File: src/design/ppd_pkg.sv
// shared constants, types and state encoding for the ppm preamble detector and decoder
package ppd_pkg;

   localparam int SAMPLE_W       = 16;
   localparam int SPC            = 2;
   localparam int PREAMBLE_CHIPS = 16;
   localparam int MAX_FRAME_BITS = 112;
   localparam int LINE_DEPTH     = 512;
   localparam int LINE_AW        = $clog2(LINE_DEPTH);

   localparam int WIN_SAMPLES = (PREAMBLE_CHIPS + 2 * MAX_FRAME_BITS) * SPC + SPC - 1;
   localparam int FILL_W      = $clog2(WIN_SAMPLES + 1);

   localparam int CHIP_W  = SAMPLE_W + $clog2(SPC);
   localparam int PULSE_W = CHIP_W + 2;
   localparam int GAP_W   = CHIP_W + 4;
   localparam int MUL_W   = GAP_W + 8;
   localparam int LVL_W   = CHIP_W + 7;
   localparam int NUM_W   = CHIP_W + 16;
   localparam int DEN_W   = CHIP_W + 1;

   localparam int KOFF_W = (SPC > 1) ? $clog2(SPC) : 1;
   localparam int HOLD_W = $clog2(2 * SPC);

   localparam int SCAN_CHIPS = 15;
   localparam int CHIP_IDX_W = 4;
   localparam logic [15:0] PULSE_MASK = 16'h0285;
   localparam logic [15:0] GAP_MASK   = 16'h797A;
   localparam int NUM_PULSE = 4;
   localparam int PULSE_SHIFT = 10;

   localparam int NBITS_W     = 7;
   localparam int SHORT_FRAME = 56;
   localparam int LONG_FRAME  = (MAX_FRAME_BITS < 112) ? MAX_FRAME_BITS : 112;
   localparam int FRAME_BYTES = (MAX_FRAME_BITS + 7) / 8;
   localparam int FRAME_REG_W = FRAME_BYTES * 8;

   localparam int STAMP_W = 48;
   localparam int COUNT_W = 32;
   localparam int OUT_W   = 16;
   localparam int BIDX_W  = 4;
   localparam logic [OUT_W-1:0] CONF_MAX = 16'hFFFF;

   localparam int REQ_DATA_W = 16;
   localparam int RSP_DATA_W = 152;

   localparam int CSR_IDX_W  = 1;
   localparam int CSR_DATA_W = 8;
   localparam logic [CSR_IDX_W-1:0] CSR_PREAMBLE_RATIO = 1'd0;
   localparam logic [CSR_IDX_W-1:0] CSR_MIN_PULSE_FRAC = 1'd1;
   localparam logic [CSR_DATA_W-1:0] RATIO_RESET = 8'd32;
   localparam logic [CSR_DATA_W-1:0] FRAC_RESET  = 8'd128;

   typedef enum logic [4:0] {
      S_IDLE, S_CHECK, S_PRE_ADDR, S_PRE_DATA, S_RATIO_MUL, S_RATIO_CMP,
      S_PULSE_MUL, S_PULSE_CMP, S_ALIGN, S_DETECT, S_A_ADDR, S_A_DATA,
      S_B_ADDR, S_B_DATA, S_CONF_WAIT, S_BIT_END, S_LVL_WAIT, S_NZ_WAIT, S_EMIT
   } state_type;

endpackage

File: src/design/ppd_div.sv
// restoring divider, one quotient bit per cycle
module ppd_div (
   input  logic                       clock,
   input  logic                       reset,
   input  logic                       start,
   input  logic [ppd_pkg::NUM_W-1:0]  num,
   input  logic [ppd_pkg::DEN_W-1:0]  den,
   output logic                       done,
   output logic [ppd_pkg::NUM_W-1:0]  quot
);
   import ppd_pkg::*;

   localparam int CNT_W = $clog2(NUM_W + 1);

   logic              busy_ff, busy_in;
   logic              done_ff, done_in;
   logic [CNT_W-1:0]  cnt_ff, cnt_in;
   logic [NUM_W-1:0]  q_ff, q_in;
   logic [DEN_W-1:0]  rem_ff, rem_in;
   logic [DEN_W-1:0]  den_ff, den_in;
   logic [DEN_W:0]    trial;
   logic              ge;

   assign trial = {rem_ff, q_ff[NUM_W-1]};
   assign ge    = trial >= {1'b0, den_ff};

   always_comb begin
      busy_in = busy_ff;
      done_in = 1'b0;
      cnt_in  = cnt_ff;
      q_in    = q_ff;
      rem_in  = rem_ff;
      den_in  = den_ff;
      if (start) begin
         busy_in = 1'b1;
         cnt_in  = '0;
         q_in    = num;
         rem_in  = '0;
         den_in  = den;
      end else if (busy_ff) begin
         rem_in = ge ? DEN_W'(trial - {1'b0, den_ff}) : DEN_W'(trial);
         q_in   = {q_ff[NUM_W-2:0], ge};
         cnt_in = cnt_ff + 1'b1;
         if (cnt_ff == CNT_W'(NUM_W - 1)) begin
            busy_in = 1'b0;
            done_in = 1'b1;
         end
      end
   end

   always_ff @(posedge clock) begin
      if (reset) begin
         busy_ff <= 1'b0;
         done_ff <= 1'b0;
      end else begin
         busy_ff <= busy_in;
         done_ff <= done_in;
      end
      cnt_ff <= cnt_in;
      q_ff   <= q_in;
      rem_ff <= rem_in;
      den_ff <= den_in;
   end

   assign done = done_ff;
   assign quot = q_ff;

endmodule
File: config.mk
export PLATFORM = sky130hd
export DESIGN_NAME = ppd_div
export DESIGN_NICKNAME = d
export VERILOG_FILES = /design/src/design/ppd_pkg.sv /design/src/design/ppd_div.sv
export SDC_FILE = /design/constraint.sdc
export NUM_CORES = 1
export LEC_CHECK = 0
export BUFFER_PORTS_ARGS = -buffer_cell sky130_fd_sc_hd__clkbuf_2
export CAP_MARGIN = 20
export CORE_AREA = 5 5 92 94
export CTS_CLUSTER_SIZE = 12
export DETAILED_ROUTE_END_ITERATION = 6
export DIE_AREA = 0 0 97 99
export HOLD_SLACK_MARGIN = 0.05
export PLACE_DENSITY = 0.78
export SLEW_MARGIN = 10
export SYNTH_ARGS = -nofsm -noshare
export SYNTH_HDL_FRONTEND = slang
export SYNTH_SLANG_ARGS = --single-unit
File: constraint.sdc
create_clock -name clock -period 2.95 [get_ports clock]
set_clock_uncertainty 0.05 [all_clocks]
set_input_delay 0.885 -clock clock [delete_from_list [all_inputs] [get_ports clock]]
set_output_delay 0.885 -clock clock [all_outputs]
set_load 0.01 [all_outputs]
### Word level (Yosys, flattened, before mapping)

Cells that the tools add are included.

| storage, ports and cells | value |
|---|---|
| input bits | 54 |
| word-level logic and storage cells | 20 |
| register bits | 77 |

| cells by class | value |
|---|---|
| equal/unequal tests | 1 |
| $lt $le $gt $ge | 1 |
| $add $sub $neg | 2 |
| bitwise operators | 1 |
| reduce and logical (&&, ||, !) cells | 2 |
| muxes and demuxes | 7 |

Operators with widths:

| kind | count |
|---|---|
| 33-bit two-way mux | 2 |
| 19-bit by 18-bit greater-or-equal comparator with 1-bit output | 1 |
| 18-bit two-way mux | 1 |
| 18-bit subtractor | 1 |
| 6-bit by 1-bit adder with 6-bit output, second input constant | 1 |
| 6-bit equality test, second input constant | 1 |
| 1-bit two-way mux | 4 |
| 3-bit OR reduction | 1 |
| 2-bit nonzero test | 1 |
| 1-bit NOT | 1 |

### Logic depth before layout (Yosys ltp)

| logic depth | value |
|---|---|
| depth in word-level cells | 4 |
| gate-level depth with buffers | 11 |
| mapped depth without buffers | 11 |

### Least setup slack after synthesis

No wires, ideal clock.

| timing | value |
|---|---|
| path type | input -> register |
| start | input start |
| end | register q_ff[0], in the netlist quot[0], enable pin |
| setup slack | 339 ps |
| arrival | 2173 ps |
| stages | 4 |
| path buffers | 2 |
| data required time | 2512 ps |
| cells stage by stage | clkbuf_1 nor2_1 clkbuf_1 inv_1 |

| on the way | value |
|---|---|
| longest elaborated chain between the ends | 1 |

RTL lines:

| item | RTL line | text |
|---|---|---|
| start, declared | ppd_div.sv:5 | `input logic start,` |
| 2-bit nonzero test (no line) | - |  |
| end signal, assigned | ppd_div.sv:60 | `q_ff <= q_in;` |
| end, declared | ppd_div.sv:18 | `logic [NUM_W-1:0] q_ff, q_in;` |

No other way between the ends.
A chain may end at the register's enable or synchronous reset.

### Final worst setup path

| timing | value |
|---|---|
| start | register q_ff[32], in the netlist quot[32] |
| end | register rem_ff[14] |

| on the way | value |
|---|---|
| longest elaborated chain between the ends | 2 |
| elaborated cells between the ends (all ways) | 3 |

RTL lines:

| item | RTL line | text |
|---|---|---|
| 18-bit subtractor or 19-bit by 18-bit greater-or-equal comparator with 1-bit output (tied branches) | ppd_div.sv:41, ppd_div.sv:25 |  |
| 18-bit two-way mux (*) | ppd_div.sv:41 | `rem_in = ge ? DEN_W'(trial - {1'b0, den_ff}) : DEN_W'(trial);` |
| end signal, assigned | ppd_div.sv:61 | `rem_ff <= rem_in;` |
| end, declared | ppd_div.sv:19 | `logic [DEN_W-1:0] rem_ff, rem_in;` |

Every way passes the cells marked *; elsewhere a longest branch is shown, timed or not.

==> impl_metrics.tcl <==
set metrics [dict create \
    synth_edf_count 51 \
    cts_setup_buffers 0 \
    power_leakage_nw 2.114 \
    ys_ff_latch 77 \
    cts_repair_resize_count 0 \
    synthesis.instances 344 \
    start_util 0.5220 \
    synth.distinct_cells 48 \
    synthToLayoutAreaGrowth_pct 20.21 \
    row_count 32 \
    crit_path_end_kind "flip-flop" \
    maxCapViolations 0 \
    grt_pass1_wl_mm 14.57 \
    synthArstFlopShare 0 \
    post_dp_cell_area_um2 4526 \
    drive_above_1_share 0.3288 \
    rr_worst_depth 11 \
    first_pass_iters 4 \
    gp_congestion 0.8903 \
    timing.final.ws_setup_ns 0.2567 \
    yosysSeqAreaShare 0.5195 \
    drt_iter0_drc 126 \
    fillCellCount 625 \
    crit_type "flip-flop to flip-flop" \
    grt_pass1_vias 3149 \
    wirelength_mm 8.541 \
    timing.rr.end "rem_ff[14]" \
    hold_class "flip-flop to flip-flop" \
    numCtsBuffers 9 \
    p_per_area_nw_per_um2 537.0 \
    timing_hold_violations_final 0 \
    drc 0 \
    h-tree-depth 3 \
    worst_ep_required_time_ns 3.17 \
    vias 2951 \
    synthTopCellsByArea "edfxtp_1 39%, dfxtp_1 13%, mux2_2 9.1%" \
    vdd_drop_max_v 0.0004661 \
    post_drt_via_cell_ratio 5.405 \
    syn_area_um2 3950 \
    antennaDiodeCount 0 \
    cts_buffer_depth 2 \
    final_cell_mix "87 x clkbuf_2, 51 x edfxtp_1, 32 x mux2_2, 30 x nand2_1, 26 x dfxtp_1" \
    die_h_um 99 \
    fp.dieW_um 97 \
    fin_crit_sh 0.9130 \
    core-area_um2 7567 \
    grt_overflow_total 0 \
    hold_depth 2 \
    setup_tns_ns 0 \
    syn_avg_cell_area_um2 11.48 \
    p_total_w 0.002550 \
    cts_hold_buffers 0 \
    cts_sinks 77 \
    dp.cells 530 \
    ios 88 \
    ys.flop_type "edfxtp_1" \
    hpwlAfterDp_mm 6.330 \
    layout.cells.non_filler 546 \
    synth_top_cell_by_area "edfxtp_1" \
    period_minus_slack_ns 2.693 \
    relSlewSlack 0.6403 \
    dieArea_um2 9603 \
    grt_setup_unrepaired "no" \
    cp_max_fo 3 \
    root_buffer "clkbuf_8" \
    dp_slack_ns 0.2240 \
    cts_tree "done" \
    finalSetupViolCount 0 \
    outcome "completed" \
    r2r_start "quot[32]" \
    final_common_cell "clkbuf_2" \
    startpoint_type "flip-flop" \
    fmax_mhz 371.3 \
    port_buffers 87 \
    cp.arrival_ns 2.92 \
    clkLatencyLatePin_ns 0.35 \
    maxSlewViolCount 0 \
    antenna_found_initial 0 \
    track_usage 0.1863 \
    clkTransAtPathRegs_ns 0.08 \
    worst_pin_slew_ns 0.5371 \
    ys_warn_count 0 \
    ff2ff_setup_slack_ns 0.26 \
    synth_top_area_share 0.3877 \
    syn_nets 419 \
    hold_end "rem_ff[8]" \
    worstHoldStart "rem_ff[8]" \
    grt_max_degree 34 \
    wl_per_cell_um 15.64 \
    nNetsFinal 514 \
    design_area_um2 4748 \
    antenna_left 0 \
]
## worst max path at each step
stage,startpoint,slack [ns],to
CTS,quot[32],0.21,rem_ff[16]
global route,quot[32],0.05,rem_ff[16]
global placement,quot[32],0.32,rem_ff[14]
detailed placement,quot[32],0.22,rem_ff[14]
finish,quot[32],0.26,rem_ff[14]
floorplan,start,0.34,quot[0]
## metrics by stage
| stage | util | hold slack (ns) |
|---|---|---|
| 2_1_floorplan | - | 0.3928 |
| 3_3_place_gp | 0.5980 | 0.4047 |
| 3_5_place_dp | 0.5980 | 0.4169 |
| 4_1_cts | 0.6275 | 0.4262 |
| 5_1_grt | 0.6275 | 0.4513 |
| 6_report | 0.6275 | 0.4270 |
## routing by layer
layer | GRT usage | vias up | part of all wire
met5 | 0 | - | 0
met1 | 0.2300 | 1380 | 0.45
met4 | 0.05076 | 0 | 0.012
met2 | 0.3079 | 95 | 0.47
met3 | 0.07006 | 8 | 0.076
li1 | - | 1468 | -
## cell usage after synthesis (all sizes together) (9+ instances only)
library cell / count
edfxtp: 51
mux2: 32
nand2: 30
dfxtp: 26
inv: 23
ha: 20
a21oi: 19
nor2: 17
o21ai: 16
xor2: 11
mux2i: 10
clkbuf: 9
## kinds of logic (layout without fill, tap and decap cells)
kind of cell | Yosys count | in the layout | synth area share
buf+inv | 35 | 135 | 0.03579
compound gates | 74 | 74 | 0.1280
fa+ha+maj | 21 | 21 | 0.06842
flops | 77 | 77 | 0.5195
simple gates | 77 | 77 | 0.09186
mux | 42 | 42 | 0.1166
xor+xnor | 18 | 18 | 0.03991
## critical path, cell delays in order, from the launching register on
cell,delay (ns)
edfxtp_1,0.41
inv_1,0.08
ha_1,0.16
inv_1,0.05
fa_1,0.42
a211oi_1,0.27
o21ai_1,0.15
a221o_1,0.38
a211oi_1,0.30
xnor2_1,0.15
mux2i_1,0.08
o21ai_1,0.12
## area by class of cell
type,count,area [um^2],share of cell area
well taps,102,127.6,0.02688
multi-input cells,232,1757,0.3700
inverters,23,86.33,0.01818
repair buffers,96,503.0,0.1059
clock buffers,11,141.4,0.02978
flip-flops and latches,77,2052,0.4321
clock inverters,5,81.33,0.01713
## power breakdown
part | internal, W | switching (W) | leakage [nW]
registers | 0.00124 | 0.0000428 | 0.719
clock network | 0.000504 | 0.000400 | 0.112
logic | 0.000166 | 0.000196 | 1.28
## sequential cells by signal (all words and copies together) (netlist names)
| register | flops |
|---|---|
| busy_ff | 1 |
| cnt_ff | 6 |
| den_ff | 18 |
| done | 1 |
| quot | 33 |
| rem_ff | 18 |
Power figures use the tool's default switching activity.
